$ cat src/rtl/core/tls_hello_parser_macros.svh
// Assertion macros shared by the hello parser RTL.
// No dependencies; include before the module header.
`ifndef TLS_HELLO_PARSER_MACROS_SVH
`define TLS_HELLO_PARSER_MACROS_SVH

`ifndef SYNTHESIS
`define TLSH_ASSERT_CLK(label, clk, rst_n, prop, msg) \
  label: assert property (@(posedge clk) disable iff (!rst_n) (prop)) else $error(msg);
`define TLSH_ASSERT(label, prop, msg) \
  `TLSH_ASSERT_CLK(label, clk_i, rst_ni, prop, msg)
`else
`define TLSH_ASSERT_CLK(label, clk, rst_n, prop, msg)
`define TLSH_ASSERT(label, prop, msg)
`endif

`endif

$ cat src/rtl/core/tlsh_pkg.sv
// Types and constants of the TLS hello parser.
// No dependencies; compile first.
package tlsh_pkg;

  localparam int SuiteCap   = 32;
  localparam int FifoDepth  = 4;
  localparam int FifoPtrW   = $clog2(FifoDepth);
  localparam int FifoCntW   = $clog2(FifoDepth + 1);

  typedef enum logic [2:0] {
    StOk       = 3'd0,
    StTrunc    = 3'd1,
    StRecType  = 3'd2,
    StRecVer   = 3'd3,
    StHsType   = 3'd4,
    StHsVer    = 3'd5,
    StSid      = 3'd6
  } tlsh_status_e;

  typedef enum logic [1:0] {
    HelloNone   = 2'd0,
    HelloClient = 2'd1,
    HelloServer = 2'd2
  } tlsh_hello_e;

  typedef struct packed {
    logic        kind;
    logic [15:0] suite_code;
    logic [2:0]  status;
    logic [1:0]  hello_type;
    logic [15:0] hello_version;
    logic [5:0]  suite_total;
    logic [15:0] ext_start;
    logic [15:0] ext_bytes;
    logic        last;
  } tlsh_result_t;

  // Results of one processed byte: cnt entries, first in a, second in b.
  typedef struct packed {
    logic [1:0]   cnt;
    tlsh_result_t a;
    tlsh_result_t b;
  } tlsh_push_t;

endpackage

$ cat src/rtl/core/tlsh_if.sv
// Valid/ready channel interfaces of the TLS hello parser.
// No dependencies.
interface tlsh_in_if;
  logic       valid;
  logic       ready;
  logic [7:0] data_byte;
  logic       end_of_payload;
  modport source (output valid, data_byte, end_of_payload, input ready);
  modport sink (input valid, data_byte, end_of_payload, output ready);
endinterface

interface tlsh_out_if;
  logic        valid;
  logic        ready;
  logic        kind;
  logic [15:0] suite_code;
  logic [2:0]  status;
  logic [1:0]  hello_type;
  logic [15:0] hello_version;
  logic [5:0]  suite_total;
  logic [15:0] ext_start;
  logic [15:0] ext_bytes;
  logic        last;
  modport source (output valid, kind, suite_code, status, hello_type, hello_version,
                  suite_total, ext_start, ext_bytes, last, input ready);
  modport sink (input valid, kind, suite_code, status, hello_type, hello_version,
                suite_total, ext_start, ext_bytes, last, output ready);
endinterface

interface tlsh_cfg_if;
  logic valid;
  logic ready;
  logic quic_mode;
  modport source (output valid, quic_mode, input ready);
  modport sink (input valid, quic_mode, output ready);
endinterface

$ cat src/rtl/core/tlsh_parse_core.sv
// Input register and byte parser of the TLS hello parser.
// Depends on tlsh_pkg, tlsh_if and tls_hello_parser_macros.svh.
`include "tls_hello_parser_macros.svh"
module tlsh_parse_core
  import tlsh_pkg::*;
(
  input  logic       clk_i,
  input  logic       rst_ni,
  tlsh_in_if.sink    in_i,
  tlsh_cfg_if.sink   cfg_i,
  input  logic       room_i,
  output tlsh_push_t push_o
);

  typedef enum logic [3:0] {
    PhRec       = 4'd0,
    PhHsType    = 4'd1,
    PhHsLen     = 4'd2,
    PhHsVer     = 4'd3,
    PhRandom    = 4'd4,
    PhSidLen    = 4'd5,
    PhSid       = 4'd6,
    PhCsLen     = 4'd7,
    PhCs        = 4'd8,
    PhSelSuite  = 4'd9,
    PhCompLen   = 4'd10,
    PhComp      = 4'd11,
    PhExtLen    = 4'd12,
    PhExt       = 4'd13,
    PhDone      = 4'd14,
    PhErr       = 4'd15
  } phase_e;

  logic        in_valid_q, in_valid_d;
  logic [7:0]  byte_q, byte_d;
  logic        eop_q, eop_d;
  logic        quic_q, quic_d;

  phase_e      phase_q, phase_d;
  logic [15:0] pos_q, pos_d;
  logic [15:0] fr_q, fr_d;
  logic [15:0] acc_q, acc_d;
  logic [7:0]  hi_q, hi_d;
  logic [5:0]  kept_q, kept_d;
  logic [2:0]  err_q, err_d;
  logic [1:0]  kind_q, kind_d;
  logic [15:0] ver_q, ver_d;
  logic [15:0] es_q, es_d;
  logic [15:0] el_q, el_d;

  logic        fire;
  logic        in_fire;
  logic        cfg_fire;
  logic        cfg_restart;
  logic        restart;
  logic        restart_mode;
  logic [15:0] fr_dec;
  logic [15:0] acc_new;
  logic [2:0]  rec_idx;
  logic [15:0] suite_val;
  logic        grease;
  logic        suite_hit;
  logic [2:0]  verdict_st;
  tlsh_result_t suite_res;
  tlsh_result_t verdict_res;

  assign fire        = in_valid_q && room_i;
  assign in_i.ready  = !in_valid_q || room_i;
  assign in_fire     = in_i.valid && in_i.ready;
  assign cfg_i.ready = 1'b1;
  assign cfg_fire    = cfg_i.valid;

  assign fr_dec    = fr_q - 16'd1;
  assign acc_new   = {acc_q[7:0], byte_q};
  assign rec_idx   = 3'd5 - fr_q[2:0];
  assign suite_val = {hi_q, byte_q};
  assign grease    = (suite_val != 16'd0) && ((suite_val & 16'h0505) == 16'd0) &&
                     (hi_q == byte_q);

  assign cfg_restart  = cfg_fire && (pos_q == 16'd0) &&
                        ((phase_q == PhRec) || (phase_q == PhHsType));
  assign restart      = (fire && eop_q) || cfg_restart;
  assign restart_mode = cfg_restart ? cfg_i.quic_mode : quic_q;

  always_comb begin
    in_valid_d = in_fire ? 1'b1 : (fire ? 1'b0 : in_valid_q);
    byte_d     = in_fire ? in_i.data_byte : byte_q;
    eop_d      = in_fire ? in_i.end_of_payload : eop_q;
    quic_d     = cfg_fire ? cfg_i.quic_mode : quic_q;
  end

  always_comb begin
    phase_d   = phase_q;
    pos_d     = pos_q;
    fr_d      = fr_q;
    acc_d     = acc_q;
    hi_d      = hi_q;
    kept_d    = kept_q;
    err_d     = err_q;
    kind_d    = kind_q;
    ver_d     = ver_q;
    es_d      = es_q;
    el_d      = el_q;
    suite_hit = 1'b0;
    if (fire) begin
      unique case (phase_q)
        PhRec: begin
          if (rec_idx == 3'd0 && byte_q != 8'd22) begin
            err_d = StRecType; phase_d = PhErr;
          end else if (rec_idx == 3'd1 && byte_q != 8'd3) begin
            err_d = StRecVer; phase_d = PhErr;
          end else if (rec_idx == 3'd2 && byte_q > 8'd3) begin
            err_d = StRecVer; phase_d = PhErr;
          end else begin
            fr_d = fr_dec;
            if (fr_dec == 16'd0) begin
              phase_d = PhHsType; fr_d = 16'd1; acc_d = 16'd0;
            end
          end
        end
        PhHsType: begin
          if (byte_q == 8'd1 || byte_q == 8'd2) begin
            kind_d = byte_q[1:0];
            phase_d = PhHsLen; fr_d = 16'd3; acc_d = 16'd0;
          end else begin
            err_d = StHsType; phase_d = PhErr;
          end
        end
        PhHsLen: begin
          fr_d = fr_dec;
          if (fr_dec == 16'd0) begin
            phase_d = PhHsVer; fr_d = 16'd2; acc_d = 16'd0;
          end
        end
        PhHsVer: begin
          if (fr_q == 16'd2) begin
            ver_d = {byte_q, 8'h00};
            fr_d  = 16'd1;
          end else begin
            ver_d = {ver_q[15:8], byte_q};
            if (ver_q[15:8] != 8'd3 || byte_q < 8'd1 || byte_q > 8'd3) begin
              err_d = StHsVer; phase_d = PhErr;
            end else begin
              phase_d = PhRandom; fr_d = 16'd32; acc_d = 16'd0;
            end
          end
        end
        PhRandom: begin
          fr_d = fr_dec;
          if (fr_dec == 16'd0) begin
            phase_d = PhSidLen; fr_d = 16'd1; acc_d = 16'd0;
          end
        end
        PhSidLen: begin
          if (byte_q > 8'd32) begin
            err_d = StSid; phase_d = PhErr;
          end else if (byte_q == 8'd0) begin
            phase_d = (kind_q == HelloClient) ? PhCsLen : PhSelSuite;
            fr_d = 16'd2; acc_d = 16'd0;
          end else begin
            phase_d = PhSid; fr_d = {8'h00, byte_q}; acc_d = 16'd0;
          end
        end
        PhSid: begin
          fr_d = fr_dec;
          if (fr_dec == 16'd0) begin
            phase_d = (kind_q == HelloClient) ? PhCsLen : PhSelSuite;
            fr_d = 16'd2; acc_d = 16'd0;
          end
        end
        PhCsLen: begin
          acc_d = acc_new;
          fr_d  = fr_dec;
          if (fr_dec == 16'd0) begin
            if (acc_new == 16'd0) begin
              phase_d = PhCompLen; fr_d = 16'd1; acc_d = 16'd0;
            end else begin
              phase_d = PhCs; fr_d = acc_new;
            end
          end
        end
        PhCs: begin
          if ((acc_q[0] ^ fr_q[0]) == 1'b0) begin
            hi_d = byte_q;
          end else if (!grease && ({1'b0, kept_q} < 7'(SuiteCap))) begin
            kept_d    = kept_q + 6'd1;
            suite_hit = 1'b1;
          end
          fr_d = fr_dec;
          if (fr_dec == 16'd0) begin
            phase_d = PhCompLen; fr_d = 16'd1; acc_d = 16'd0;
          end
        end
        PhSelSuite, PhComp: begin
          fr_d = fr_dec;
          if (fr_dec == 16'd0) begin
            phase_d = (phase_q == PhSelSuite) ? PhCompLen : PhExtLen;
            fr_d = (phase_q == PhSelSuite) ? 16'd1 : 16'd2;
            acc_d = 16'd0;
          end
        end
        PhCompLen: begin
          if (kind_q != HelloClient || byte_q == 8'd0) begin
            phase_d = PhExtLen; fr_d = 16'd2; acc_d = 16'd0;
          end else begin
            phase_d = PhComp; fr_d = {8'h00, byte_q}; acc_d = 16'd0;
          end
        end
        PhExtLen: begin
          acc_d = acc_new;
          fr_d  = fr_dec;
          if (fr_dec == 16'd0) begin
            es_d    = (pos_q != 16'hFFFF) ? pos_q + 16'd1 : 16'hFFFF;
            el_d    = acc_new;
            phase_d = (acc_new == 16'd0) ? PhDone : PhExt;
            fr_d    = acc_new;
          end
        end
        PhExt: begin
          fr_d = fr_dec;
          if (fr_dec == 16'd0) begin
            phase_d = PhDone;
          end
        end
        PhDone, PhErr: begin
        end
      endcase
      if (pos_q != 16'hFFFF) begin
        pos_d = pos_q + 16'd1;
      end
    end

    if (err_d != StOk) begin
      verdict_st = err_d;
    end else if (phase_d == PhDone) begin
      verdict_st = StOk;
    end else begin
      verdict_st = StTrunc;
    end

    suite_res.kind          = 1'b0;
    suite_res.suite_code    = suite_val;
    suite_res.status        = StOk;
    suite_res.hello_type    = kind_d;
    suite_res.hello_version = ver_d;
    suite_res.suite_total   = kept_d;
    suite_res.ext_start     = 16'd0;
    suite_res.ext_bytes     = 16'd0;
    suite_res.last          = 1'b0;

    verdict_res.kind          = 1'b1;
    verdict_res.suite_code    = 16'd0;
    verdict_res.status        = verdict_st;
    verdict_res.hello_type    = kind_d;
    verdict_res.hello_version = ver_d;
    verdict_res.suite_total   = kept_d;
    verdict_res.ext_start     = (verdict_st == StOk) ? es_d : 16'd0;
    verdict_res.ext_bytes     = (verdict_st == StOk) ? el_d : 16'd0;
    verdict_res.last          = 1'b1;

    push_o.cnt = {1'b0, suite_hit} + {1'b0, fire && eop_q};
    push_o.a   = suite_hit ? suite_res : verdict_res;
    push_o.b   = verdict_res;

    if (restart) begin
      phase_d = restart_mode ? PhHsType : PhRec;
      fr_d    = restart_mode ? 16'd1 : 16'd5;
      pos_d   = 16'd0;
      acc_d   = 16'd0;
      hi_d    = 8'd0;
      kept_d  = 6'd0;
      err_d   = StOk;
      kind_d  = HelloNone;
      ver_d   = 16'd0;
      es_d    = 16'd0;
      el_d    = 16'd0;
    end
  end

  always_ff @(posedge clk_i or negedge rst_ni) begin
    if (!rst_ni) begin
      in_valid_q <= 1'b0;
      quic_q     <= 1'b0;
      phase_q    <= PhRec;
      pos_q      <= 16'd0;
      fr_q       <= 16'd5;
      acc_q      <= 16'd0;
      hi_q       <= 8'd0;
      kept_q     <= 6'd0;
      err_q      <= StOk;
      kind_q     <= HelloNone;
      ver_q      <= 16'd0;
      es_q       <= 16'd0;
      el_q       <= 16'd0;
    end else begin
      in_valid_q <= in_valid_d;
      quic_q     <= quic_d;
      phase_q    <= phase_d;
      pos_q      <= pos_d;
      fr_q       <= fr_d;
      acc_q      <= acc_d;
      hi_q       <= hi_d;
      kept_q     <= kept_d;
      err_q      <= err_d;
      kind_q     <= kind_d;
      ver_q      <= ver_d;
      es_q       <= es_d;
      el_q       <= el_d;
    end
  end

  always_ff @(posedge clk_i) begin
    byte_q <= byte_d;
    eop_q  <= eop_d;
  end

  `TLSH_ASSERT(a_two_results_order, (push_o.cnt == 2'd2) |-> (!push_o.a.kind && push_o.b.kind),
               "two results of one byte must be suite then verdict")
  `TLSH_ASSERT(a_push_needs_room, (push_o.cnt != 2'd0) |-> room_i,
               "results pushed without output room")
  `TLSH_ASSERT(a_error_sticks, (phase_q == PhErr && !(fire && eop_q)) |=> (phase_q == PhErr),
               "error phase left before end of payload")
endmodule

$ cat src/rtl/core/tlsh_out_fifo.sv
// Result queue of the TLS hello parser: takes up to two results a cycle.
// Depends on tlsh_pkg and tls_hello_parser_macros.svh.
`include "tls_hello_parser_macros.svh"
module tlsh_out_fifo
  import tlsh_pkg::*;
(
  input  logic         clk_i,
  input  logic         rst_ni,
  input  tlsh_push_t   push_i,
  output logic         room_o,
  output logic         head_valid_o,
  output tlsh_result_t head_o,
  input  logic         pop_i
);

  tlsh_result_t          mem_q [FifoDepth];
  logic [FifoPtrW-1:0]   wr_ptr_q, wr_ptr_d;
  logic [FifoPtrW-1:0]   rd_ptr_q, rd_ptr_d;
  logic [FifoCntW-1:0]   count_q, count_d;
  logic                  pop;

  assign head_valid_o = (count_q != '0);
  assign head_o       = mem_q[rd_ptr_q];
  assign pop          = pop_i && head_valid_o;
  assign room_o       = (count_q <= FifoCntW'(FifoDepth - 2));

  always_comb begin
    wr_ptr_d = wr_ptr_q + FifoPtrW'(push_i.cnt);
    rd_ptr_d = rd_ptr_q + FifoPtrW'(pop);
    count_d  = count_q + FifoCntW'(push_i.cnt) - FifoCntW'(pop);
  end

  always_ff @(posedge clk_i or negedge rst_ni) begin
    if (!rst_ni) begin
      wr_ptr_q <= '0;
      rd_ptr_q <= '0;
      count_q  <= '0;
    end else begin
      wr_ptr_q <= wr_ptr_d;
      rd_ptr_q <= rd_ptr_d;
      count_q  <= count_d;
    end
  end

  always_ff @(posedge clk_i) begin
    if (push_i.cnt != 2'd0) begin
      mem_q[wr_ptr_q] <= push_i.a;
    end
    if (push_i.cnt == 2'd2) begin
      mem_q[wr_ptr_q + FifoPtrW'(1)] <= push_i.b;
    end
  end

  `TLSH_ASSERT(a_no_overflow, count_q <= FifoCntW'(FifoDepth),
               "result queue overflow")
  `TLSH_ASSERT(a_push_shows, (count_q == '0 && push_i.cnt != 2'd0) |=> head_valid_o,
               "pushed result not visible")
  `TLSH_ASSERT(a_head_holds, (head_valid_o && !pop_i) |=> (head_valid_o && $stable(head_o)),
               "result changed while stalled")
endmodule

$ cat src/rtl/core/tls_hello_parser.sv
// Top level of the TLS hello parser.
// Depends on tlsh_pkg, tlsh_if, tlsh_parse_core and tlsh_out_fifo.
//
// Usage:
//   in_i carries one payload byte per transaction; end_of_payload marks the
//   last byte. out_o carries cipher suite items (kind 0) and one verdict item
//   (kind 1, last 1) per payload. cfg_i writes quic_mode; write it only while
//   no transaction is in flight. cfg_i.ready is always high.
//   Throughput: one byte per cycle while the queue has room. A byte that ends
//   a payload and also completes a cipher suite yields two results, which leave
//   the queue one after the other. An accepted byte waits in the input register,
//   is parsed from there, and its results are registered into the queue.
//   Results pass through a four-entry queue; when the receiver stalls and
//   fewer than two entries are free, a byte in the input register is held
//   there and in_i.ready drops until room returns.
//   Reset clears the queue, sets quic_mode to 0 and expects a record header.
module tls_hello_parser
  import tlsh_pkg::*;
(
  input  logic       clk_i,
  input  logic       rst_ni,
  tlsh_in_if.sink    in_i,
  tlsh_cfg_if.sink   cfg_i,
  tlsh_out_if.source out_o
);

  tlsh_push_t   push;
  logic         room;
  logic         head_valid;
  tlsh_result_t head;

  tlsh_parse_core u_core (
    .clk_i  (clk_i),
    .rst_ni (rst_ni),
    .in_i   (in_i),
    .cfg_i  (cfg_i),
    .room_i (room),
    .push_o (push)
  );

  tlsh_out_fifo u_fifo (
    .clk_i        (clk_i),
    .rst_ni       (rst_ni),
    .push_i       (push),
    .room_o       (room),
    .head_valid_o (head_valid),
    .head_o       (head),
    .pop_i        (out_o.ready)
  );

  assign out_o.valid         = head_valid;
  assign out_o.kind          = head.kind;
  assign out_o.suite_code    = head.suite_code;
  assign out_o.status        = head.status;
  assign out_o.hello_type    = head.hello_type;
  assign out_o.hello_version = head.hello_version;
  assign out_o.suite_total   = head.suite_total;
  assign out_o.ext_start     = head.ext_start;
  assign out_o.ext_bytes     = head.ext_bytes;
  assign out_o.last          = head.last;
endmodule

$ cat src/flat_wrapper.sv
// flat-port wrapper written by rule: the top's interface ports become plain ports
module tls_hello_parser_flat import tlsh_pkg::*;
  (clk_i, rst_ni, in_i_valid, in_i_data_byte, in_i_end_of_payload, in_i_ready, cfg_i_valid, cfg_i_quic_mode, cfg_i_ready, out_o_valid, out_o_kind, out_o_suite_code, out_o_status, out_o_hello_type, out_o_hello_version, out_o_suite_total, out_o_ext_start, out_o_ext_bytes, out_o_last, out_o_ready);
  tlsh_in_if in_i_i ();
  tlsh_cfg_if cfg_i_i ();
  tlsh_out_if out_o_i ();
  input  logic clk_i;
  input  logic rst_ni;
  input wire logic [$bits(in_i_i.valid)-1:0] in_i_valid;
  input wire logic [$bits(in_i_i.data_byte)-1:0] in_i_data_byte;
  input wire logic [$bits(in_i_i.end_of_payload)-1:0] in_i_end_of_payload;
  output wire logic [$bits(in_i_i.ready)-1:0] in_i_ready;
  input wire logic [$bits(cfg_i_i.valid)-1:0] cfg_i_valid;
  input wire logic [$bits(cfg_i_i.quic_mode)-1:0] cfg_i_quic_mode;
  output wire logic [$bits(cfg_i_i.ready)-1:0] cfg_i_ready;
  output wire logic [$bits(out_o_i.valid)-1:0] out_o_valid;
  output wire logic [$bits(out_o_i.kind)-1:0] out_o_kind;
  output wire logic [$bits(out_o_i.suite_code)-1:0] out_o_suite_code;
  output wire logic [$bits(out_o_i.status)-1:0] out_o_status;
  output wire logic [$bits(out_o_i.hello_type)-1:0] out_o_hello_type;
  output wire logic [$bits(out_o_i.hello_version)-1:0] out_o_hello_version;
  output wire logic [$bits(out_o_i.suite_total)-1:0] out_o_suite_total;
  output wire logic [$bits(out_o_i.ext_start)-1:0] out_o_ext_start;
  output wire logic [$bits(out_o_i.ext_bytes)-1:0] out_o_ext_bytes;
  output wire logic [$bits(out_o_i.last)-1:0] out_o_last;
  input wire logic [$bits(out_o_i.ready)-1:0] out_o_ready;
  assign in_i_i.valid = in_i_valid;
  assign in_i_i.data_byte = in_i_data_byte;
  assign in_i_i.end_of_payload = in_i_end_of_payload;
  assign in_i_ready = in_i_i.ready;
  assign cfg_i_i.valid = cfg_i_valid;
  assign cfg_i_i.quic_mode = cfg_i_quic_mode;
  assign cfg_i_ready = cfg_i_i.ready;
  assign out_o_valid = out_o_i.valid;
  assign out_o_kind = out_o_i.kind;
  assign out_o_suite_code = out_o_i.suite_code;
  assign out_o_status = out_o_i.status;
  assign out_o_hello_type = out_o_i.hello_type;
  assign out_o_hello_version = out_o_i.hello_version;
  assign out_o_suite_total = out_o_i.suite_total;
  assign out_o_ext_start = out_o_i.ext_start;
  assign out_o_ext_bytes = out_o_i.ext_bytes;
  assign out_o_last = out_o_i.last;
  assign out_o_i.ready = out_o_ready;
  tls_hello_parser u_core (.clk_i(clk_i), .rst_ni(rst_ni), .in_i(in_i_i), .cfg_i(cfg_i_i), .out_o(out_o_i));
endmodule
$ cat config.mk
export PLATFORM = sky130hd
export DESIGN_NAME = tls_hello_parser_flat
export DESIGN_NICKNAME = d
export VERILOG_FILES = /design/src/rtl/core/tlsh_pkg.sv /design/src/rtl/core/tlsh_if.sv /design/src/rtl/core/tlsh_parse_core.sv /design/src/rtl/core/tlsh_out_fifo.sv /design/src/rtl/core/tls_hello_parser.sv /design/src/flat_wrapper.sv
export VERILOG_INCLUDE_DIRS = /design/src /design/src/rtl/core
export SDC_FILE = /design/constraint.sdc
export NUM_CORES = 1
export LEC_CHECK = 0
export ABC_AREA = 1
export BUFFER_PORTS_ARGS = -buffer_cell sky130_fd_sc_hd__buf_2
export CORE_MARGIN = 2
export CORE_UTILIZATION = 59
export DETAILED_ROUTE_END_ITERATION = 10
export GPL_ROUTABILITY_DRIVEN = 0
export PLACE_DENSITY = 0.8
export SYNTH_ARGS = -nofsm -noshare
export SYNTH_HDL_FRONTEND = slang
export SYNTH_HIERARCHICAL = 1
export SYNTH_SLANG_ARGS = --single-unit
$ cat constraint.sdc
create_clock -name clk_i -period 6.3 [get_ports clk_i]
set_input_delay 0.315 -clock clk_i [delete_from_list [all_inputs] [get_ports clk_i]]
set_output_delay 0.315 -clock clk_i [all_outputs]
set_load 0.1 [all_outputs]
Word level (Yosys, flattened, before mapping)
Memory sizes are Yosys's and may differ from the RTL's.
Index checks and enable logic that the tools add are counted.
{"block": "totals", "memories": 1, "in_bits": 15, "wordCells": 232, "ramBits": 308, "reg_bits": 137, "output_inout_bits": 80}
{"block": "classes", "mux": 114, "n_eq_ne": 36, "magnitude_cmp": 5, "n_reduce_logical": 47, "bitwise": 1, "n_addsub": 10}
{"name": "u_core.u_fifo.mem_q", "depth": 4, "width": 77, "read_ports": 1, "rd_clocked_by_memory_dff": 0, "write_ports": 2, "line_no": "tlsh_out_fifo.sv:16", "text": "tlsh_result_t mem_q [FifoDepth];"}
{"op": "16-bit 2-to-1 mux", "n": 45}
{"op": "16-bit one-hot mux with 11 select lines", "n": 1}
{"op": "16-bit one-hot mux with 8 select lines", "n": 1}
{"op": "4-bit 2-to-1 mux", "n": 20}
{"op": "77-bit 2-to-1 mux", "n": 1}
{"op": "16-bit logical NOT", "n": 4}
{"op": "4-bit one-hot mux with 13 select lines", "n": 1}
{"op": "8-bit 2-to-1 mux", "n": 6}
{"op": "3-bit 2-to-1 mux", "n": 13}
{"op": "6-bit 2-to-1 mux", "n": 5}
{"op": "4-bit == test, second input constant", "n": 7}
{"op": "3-bit != test, second input constant", "n": 6}
{"op": "16-bit by 1-bit adder with 16-bit output, second input constant", "n": 1}
{"op": "16-bit by 2-bit == test with 1-bit output, second input constant", "n": 1}
{"op": "4-bit by 3-bit == test with 1-bit output, second input constant", "n": 4}
{"op": "16-bit != test, second input constant", "n": 1}
{"op": "8-bit by 2-bit != test with 1-bit output, second input constant", "n": 2}
{"op": "16-bit nonzero test", "n": 1}
{"op": "16-bit by 1-bit subtractor with 16-bit output, second input constant", "n": 1}
{"op": "2-bit 2-to-1 mux", "n": 7}
{"op": "1-bit 2-to-1 mux", "n": 13}
{"op": "1-bit logical AND", "n": 12}
{"op": "3-bit one-hot mux with 4 select lines", "n": 1}
{"op": "12-bit nonzero test", "n": 1}
{"op": "other kinds (42)", "n": 58}

Logic depth before layout (Yosys ltp)
Gate-level depths: netlist (run 1).
{"block": "logic_depth", "ltp_word": 14, "ltp_mapped": 24, "ltp_nobuf": 24}

Hierarchy
Netlist (run 1), hierarchy kept.
{"mod": "tlsh_out_fifo", "area_each_um2": 15411.0, "cells_per_inst": 1643, "seq_area_each_um2": 9424.0, "n_inst": 1}
{"mod": "tlsh_parse_core", "area_each_um2": 8176.6, "cells_per_inst": 1137, "seq_area_each_um2": 3100.5, "n_inst": 1}

Worst setup path after synthesis (run 1)
No wires, ideal clock.
{"block": "synth_timing", "path_type": "reg2reg", "startpoint": "register u_core.u_core.byte_q[6]", "endpoint": "memory u_core/u_fifo/mem_q[3][0] in the netlist's numbering, enable pin", "path_slack_ns": 1.938, "arrival_time_ns": 3.925, "t_required_ns": 5.863, "period_less_slack_ns": 4.362, "setup_time_ns": 0.437, "path_stages_with_launch": 16, "path_buffers": 2, "cell_sequence": "edfxtp_1 > buf_2 > nor2_2 > nand2_2 > inv_1 > nand3_1 > inv_1 > nand4_1 > nand3_1 > nand2_1 > nor2_2 > ha_1 > nor2_2 > nand2_1 > clkbuf_1 > nand2_1"}
{"item": "start, declared", "line_no": "tlsh_parse_core.sv:35", "text": "logic [7:0] byte_q, byte_d;"}
{"item": "start signal, assigned", "line_no": "tlsh_parse_core.sv:313", "text": "byte_q <= byte_d;"}
{"item": "end, declared", "line_no": "tlsh_out_fifo.sv:16"}

==> reports/results.tsv, run 1 <==
metric	value	unit
syn-cell-area	23600	um2
clk_path_buf_depth	3	
top_layer_used	met5	
path_clk_slew	0.06	ns
crit_chain	inv_1, nand3_1, inv_1, nand3_1, inv_1, nand4_1, nand3_1, nand2_1, nor2_2, ha_1, nor2_2, nand2_4, nand2_4, buf_4	
slew_violations	0	
drt-wirelength-per-cell	17.9	um
postLayoutCoreUtil	64.1	%
drt-total-wl	59800	um
synth_cells	2780	
cts_htree_levels	2	
postRouteAntennaNets	0	
synthToLayoutAreaGrowth	7.73	%
drtPass1Iterations	8	
setup_viol	0	
drv_cap	0	
antenna_found_initial	3	
grtUsageTotal	29.0	%
critical_path.slowest_cell	nand2_4	
cts_buffers	45	
numPortBuffers	93	
layout_min_cycle_time	4.88	ns
grt_overflow_total	0	
crit_arrival	5.14	ns
hold_violations	0	
crit_type	flip-flop to flip-flop	
synthArstFlopShare	27.5	%
final_cells	3337	
dr_total_vias	19500	
rows	73	
initial_utilization	59.5	%
critPathTopFamily	simple AND/OR/NAND/NOR gates	
endpoint_kind	flip-flop	
ys.flop_type	edfxtp_1	
pin_count	95	
ys_seq_area_share	53.1	%
synth_edf_count	317	
die_area	41600	um2
slew_headroom	17.6	%
postSynthAreaPerCell	8.48	um2
clk_latency	0.58	ns
max_stage_delay	0.89	ns
cts-root-buf	clkbuf_16	
dr_wl_met2	27700	um
dp_cells	3239	
drc	0	
worstPathRequired	6.56	ns
route.met3.wl	5940	um
cts_resized	0	
power_density	534	nW/um2
cp_max_fo	83	
fin_tns_setup	0	ns
die_h	204	um
ir_drop	0.345	mV
clock-sinks	437	
ys_ff_latch	437	
startpoint_type	flip-flop	
grt_max_degree	115	
hp-class	input port to flip-flop	
wl_met1	23800	um
drt-vias-per-instance	5.83	
status	finished clean	
drive_gt1_share	9.85	%
final_area	25400	um2
max_freq	0.205	GHz
leakagePower	0.00962	uW
placed_area	23800	um2
ys_types	53	
grt_setup_unrepaired	no	
core_area	39600	um2
timing.critical_path.buf_inv	4	
grt_pass1_wl	95900	um
cts_tree	built	
nNetsFinal	2804	
min_period_over_period	77.5	%
worstMarginPinSlew	1.24	ns
die_w	204	um
yosysWarnings	6	
hpwl	38500	um
first_iter_violations	2165	
grt_pass1_vias	18500	
fin_skew	0.0180	ns
[cell usage after synthesis (2+ instances only)]
| library cell | n | share of area, % |
|---|---|---|
| o21bai_1 | 2 | 0.064 |
| a21oi_4 | 2 | 0.14 |
| nand2_2 | 13 | 0.34 |
| a22oi_1 | 7 | 0.22 |
| nor2_4 | 9 | 0.43 |
| clkbuf_1 | 66 | 1.1 |
| o22ai_1 | 32 | 0.85 |
| nor4_1 | 6 | 0.16 |
| nand4_1 | 25 | 0.66 |
| conb_1 | 2 | 0.032 |
| and2_1 | 10 | 0.27 |
| clkbuf_2 | 2 | 0.042 |
| dfrtp_1 | 118 | 13 |
| nand3_2 | 5 | 0.21 |
| buf_1 | 7 | 0.11 |
| nor3_2 | 2 | 0.085 |
| ha_1 | 13 | 0.69 |
| a21oi_1 | 36 | 0.76 |
| nand2_1 | 509 | 8.1 |
| nor3_1 | 9 | 0.19 |
| xor2_1 | 14 | 0.52 |
| nor2_2 | 23 | 0.61 |
| nor2_1 | 441 | 7.0 |
| inv_1 | 252 | 4.0 |
| edfxtp_1 | 317 | 40 |
| xnor2_1 | 3 | 0.11 |
| o21ai_0 | 412 | 8.7 |
| buf_2 | 40 | 0.85 |
| dfstp_2 | 2 | 0.22 |
| inv_2 | 15 | 0.24 |
| o22ai_2 | 10 | 0.53 |
| o21ai_1 | 209 | 4.4 |
| buf_6 | 33 | 1.6 |
| buf_4 | 50 | 1.6 |
| o211ai_1 | 3 | 0.095 |
| nand3_1 | 64 | 1.4 |
[area by class of cell]
class	instances	area, um2
inverters	267	1010
diodes	1	2.50
well taps	525	657
fillers	3196	14200
flip-flops and latches	437	12500
clock inverters	21	224
repair buffers	129	773
multi-input cells	1895	8960
clock buffers	62	1260
[report_power, final]
| group | switching (uW) | internal (uW) |
|---|---|---|
| combinational | 5700 | 1260 |
| clock | 1100 | 1600 |
| sequential | 287 | 3630 |
| total | 7090 | 6490 |
[metrics by stage]
stage	hold WS [ns]	worst slack, ns	power [uW]
2_1_floorplan	0.0194	1.94	9520
3_3_place_gp	0.361	1.67	10700
3_5_place_dp	0.372	1.50	10800
4_1_cts	0.0387	1.48	13500
5_1_grt	0.0486	1.08	14200
6_report	0.0603	1.42	13600
[final timing paths]
kind / from / to / slack [ns] / depth (start not counted)
min reg2reg: u_core/u_core/fr_q[15]$_DFFE_PN0P_ / u_core/u_core/fr_q[15]$_DFFE_PN0P_ / 0.51 / 2
max reg2reg: u_core/u_core/byte_q[4]$_DFFE_PP_ / u_core/u_fifo/mem_q[1][22]$_DFFE_PP_ / 1.42 / 14
min: out_o_ready / u_core/u_fifo/rd_ptr_q[0]$_DFF_PN0_ / 0.06 / 3
min in group asynchronous: rst_ni / u_core/u_core/es_q[1]$_DFF_PN0_ / 0.29 / 2
max in group asynchronous: rst_ni / u_core/u_fifo/rd_ptr_q[0]$_DFF_PN0_ / 4.55 / 3
max: u_core/u_core/byte_q[4]$_DFFE_PP_ / u_core/u_fifo/mem_q[1][22]$_DFFE_PP_ / 1.42 / 14
[state kept, by name (all words and copies together), names as in the netlist]
name / count
u_core/u_fifo/count_q: 3
u_core/u_fifo/rd_ptr_q: 2
u_core/u_core/fr_q: 16
u_core/u_core/kept_q: 6
u_core/u_core/quic_q: 1
u_core/u_fifo/mem_q: 308
u_core/u_core/kind_q: 2
u_core/u_core/in_valid_q: 1
u_core/u_core/acc_q: 8
u_core/u_core/ver_q: 16
u_core/u_core/byte_q: 8
u_core/u_core/phase_q: 4
u_core/u_core/el_q: 16
u_core/u_core/hi_q: 8
u_core/u_core/eop_q: 1
u_core/u_core/err_q: 3
u_core/u_fifo/wr_ptr_q: 2
u_core/u_core/es_q: 16
u_core/u_core/pos_q: 16
[tightest hold or removal path: cells and delay by family]
kind	cells	cell delay, ns
and+or+nand+nor	2	0.14
buffers and inverters	1	0.14
[what timing repair did]
item,in CTS,in global routing
endpoints found under the hold margin,58,0
hold buffers,14,0
buffers inserted,0,0
[routing by layer]
layer | up-vias | GRT usage [%]
li1 | 9201 | -
met1 | 9101 | 38.5
met2 | 980 | 46.7
met3 | 175 | 6.19
met4 | 4 | 11.9
met5 | - | 0
[logic make-up (layout without fill, tap and decap cells)]
logic type               Yosys count  count (layout)  synth area share, %
XOR/XNOR                          17              17                0.631
AND/OR/NAND/NOR                 1121            1121                 19.7
flip-flops                       437             437                 53.1
buffers and inverters            465             479                 9.47
other                              2              20               0.0318
adder cells (fa/ha/maj)           14              14                0.774
AO/OA/AOI/OAI                    724             724                 16.3
[cell usage in the layout (no fill, tap or decap), types with 7 or more instances in the layout]
master / count
dfrtp_1: 117
o22ai_1: 32
nor2_4: 9
clkbuf_1: 12
ha_1: 13
o21ai_0: 411
buf_4: 23
nand2_2: 13
clkinv_2: 8
dlygate4sd3_1: 14
nand2_4: 8
a21oi_1: 36
nor2_1: 441
and2_1: 10
a22oi_1: 7
nor3_1: 9
conb_1: 19
nand3_1: 64
nand4_1: 25
inv_2: 14
clkbuf_16: 47
nand2_1: 502
inv_1: 251
clkinv_1: 8
edfxtp_1: 317
buf_2: 92
nor2_2: 23
o21ai_1: 209
o22ai_2: 10
xor2_1: 14
Power figures use the tool's default switching activity.
==> run 2, diff against run 1 <==
--- a/config.mk
+++ b/config.mk
@@ -6,7 +6,7 @@
 export SDC_FILE = /design/constraint.sdc
 export NUM_CORES = 1
 export LEC_CHECK = 0
-export ABC_AREA = 1
+export ABC_AREA = 0
 export BUFFER_PORTS_ARGS = -buffer_cell sky130_fd_sc_hd__buf_2
 export CORE_MARGIN = 2
 export CORE_UTILIZATION = 59
==> constraint.sdc (replaced) <==
create_clock -name clk_i -period 4.6 [get_ports clk_i]
set_input_delay 0.23 -clock clk_i [delete_from_list [all_inputs] [get_ports clk_i]]
set_output_delay 0.23 -clock clk_i [all_outputs]
set_load 0.1 [all_outputs]
==> run 2 against run 1 <==
Effect of this change:
- flip-flop and latch count did not move
- utilization rose by 2.5 points
- wire length fell by 6.0%
- count of clock-buffer cells in the layout rose by 6
- cell area rose by 4.2%
- critical endpoint is now u_core/u_fifo/mem_q[0][15]$_DFFE_PP_
==> reports/results.tsv, run 2 <==
metric	value	unit
status	finished clean	
layout_min_cycle_time	4.49	ns
synth_edf_count	317	
clk_latency	0.60	ns
slew_violations	0	
finalPower	17500	uW
hpwl	34000	um
clk_path_buf_depth	3	
num_antenna_cells	0	
drc	0	
synthToLayoutAreaGrowth	11.5	%
r2r-start	u_core/u_core/fr_q[1]$_DFFE_PN0P_	
ys_ff_latch	437	
postLayoutCoreUtil	66.6	%
hp-class	input port to async pin	
crit_cells	12	
nNetsFinal	1862	
postSynthAreaPerCell	13.5	um2
cts_tree	built	
pre_cts_ws	0.197	ns
grt_overflow_total	0	
drt-wirelength-per-cell	23.5	um
drv_cap	0	
grtUsageTotal	27.5	%
r2r-end	u_core/u_fifo/mem_q[0][15]$_DFFE_PP_	
grt_pass1_wl	88700	um
synth_area_leaders	edfxtp_1 40%, dfrtp_1 12%, mux2_2 11%	
leakagePower	0.00985	uW
worstPathRequired	5.07	ns
pin_count	95	
yosysWarnings	6	
grt_max_degree	67	
ys_top_cells_by_count	317 x edfxtp_1, 233 x mux2_2, 120 x nand2_1	
fin_ws	0.114	ns
final_common_cell	edfxtp_1	
yosysMostFrequentCell	edfxtp_1	
die_area	41900	um2
postCtsSetupBuffers	0	
drt-vias-per-instance	6.40	
min_period_over_period	97.5	%
ys.flop_type	edfxtp_1	
largest_reg_flops	308	
fillerInstances	2716	
numPortBuffers	93	
slew_headroom	28.7	%
clock-sinks	437	
final_cell_mix	317 x edfxtp_1, 233 x mux2_2, 120 x nand2_1, 116 x dfrtp_1, 92 x buf_2	
cts-root-buf	clkbuf_16	
drtPass1Iterations	5	
path_clk_slew	0.06	ns
die_h	205	um
postRouteAntennaNets	0	
startpoint_type	flip-flop	
ir_drop	0.611	mV
initial_utilization	59.8	%
worst-r2r-setup-slack	0.11	ns
top_register	u_core/u_fifo/mem_q	
cts_htree_levels	2	
synth_cells	1763	
fin_skew	0.0298	ns
timing.critical_path.buf_inv	2	
timing.hold.ws	0.0815	ns
crit_chain	inv_1, ha_1, or3b_1, o21a_1, nor4_4, and4_1, o41ai_1, a22o_1, or4_4, buf_12, nor4_1, mux2_2	
grt_pass1_vias	15500	
core_area	39700	um2
ys_types	84	
worstMarginPinSlew	1.06	ns
endpoint_kind	flip-flop	
die_w	205	um
max_stage_delay	0.58	ns
drive_gt1_share	34.7	%
crit_arrival	4.96	ns
antenna_found_initial	0	
dr_total_vias	15300	
synth_area_leader_cell	edfxtp_1	
first_iter_violations	1494	
critical_path.slowest_cell	nor4_1	
fin_tns_setup	0	ns
cts_buffers	47	
grt_setup_unrepaired	yes	
critPathTopFamily	simple AND/OR/NAND/NOR gates	
synthArstFlopShare	27.5	%
syn-cell-area	23700	um2
drt-total-wl	56200	um
reg2reg_depth	12	
power_density	660	nW/um2
crit_type	flip-flop to flip-flop	
synth_top_area_share	40.1	%
rows	73	
setup_viol	0	
hold_violations	0	
cp_max_fo	66	
max_freq	0.223	GHz
ys_seq_area_share	52.8	%
[run 2: cell types whose count changed after synthesis, moves of 49 or more]
cell     change
nand2_1    -389
nor2_1     -352
o21ai_0    -333
inv_1      -234
mux2_2     +233
o21ai_1    -202
mux4_2      +77
mux2_4      +49
[run 2: how the worst max path moves through the flow]
stage	start	endpoint	slack, ns
after floorplan	u_core/u_core/byte_q[1]$_DFFE_PP_	u_core/u_fifo/mem_q[3][0]$_DFFE_PP_	-0.60
after global placement	u_core/u_core/fr_q[1]$_DFFE_PN0P_	u_core/u_fifo/mem_q[0][27]$_DFFE_PP_	0.24
after global routing	u_core/u_core/fr_q[1]$_DFFE_PN0P_	u_core/u_fifo/mem_q[1][1]$_DFFE_PP_	-0.04
final	u_core/u_core/fr_q[1]$_DFFE_PN0P_	u_core/u_fifo/mem_q[0][15]$_DFFE_PP_	0.11
after CTS	u_core/u_core/fr_q[1]$_DFFE_PN0P_	u_core/u_fifo/mem_q[0][4]$_DFFE_PP_	0.08
after detailed placement	u_core/u_core/fr_q[1]$_DFFE_PN0P_	u_core/u_fifo/mem_q[1][28]$_DFFE_PP_	0.20
[run 2: timing repair]
item	in CTS	in global routing
endpoints found under the setup margin	0	72
hold endpoints to repair	35	0
hold buffers	14	0
resized for setup	0	10
[run 2: layout make-up]
| type | count | area, um2 | share of cell area (%) |
|---|---|---|---|
| Timing Repair Buffer | 175 | 1370 | 5.17 |
| Multi-Input combinational cell | 1153 | 10400 | 39.2 |
| Tap cell | 525 | 657 | 2.48 |
| Inverter | 19 | 71.3 | 0.269 |
| Clock inverter | 19 | 163 | 0.615 |
| Clock buffer | 68 | 1300 | 4.90 |
| Sequential cell | 437 | 12500 | 47.3 |
[run 2: metal layers]
metal  part of all wire (%)  GRT usage, %  vias to the layer above
li1                       -             -                     6863
met1                     41          37.1                     7643
met2                     48          45.1                      671
met3                    6.9          4.30                      169
met4                    4.0          10.7                        0
met5                      0             0                        -
[run 2: metrics by stage]
step,area [um2],cells
floorplan,23800,1780
global placement,24800,2295
detailed placement,24800,2295
CTS,26400,2396
global route,26500,2396
finish,26500,2396
[run 2: cell families (layout without fill, tap and decap cells)]
| kind of cell | after synthesis | count (layout) | synth area share, % |
|---|---|---|---|
| simple gates | 459 | 459 | 11.1 |
| flops | 437 | 437 | 52.8 |
| mux | 413 | 413 | 23.9 |
| compound gates | 209 | 209 | 5.58 |
| buf+inv | 190 | 281 | 4.41 |
| xor+xnor | 38 | 38 | 1.40 |
| fa+ha+maj | 15 | 15 | 0.812 |
| other cells | 2 | 19 | 0.0316 |
[run 2: power breakdown]
group	internal [uW]	switching [uW]	total [uW]
clock network	2070	1550	3630
logic	2210	6160	8370
registers	4910	559	5470
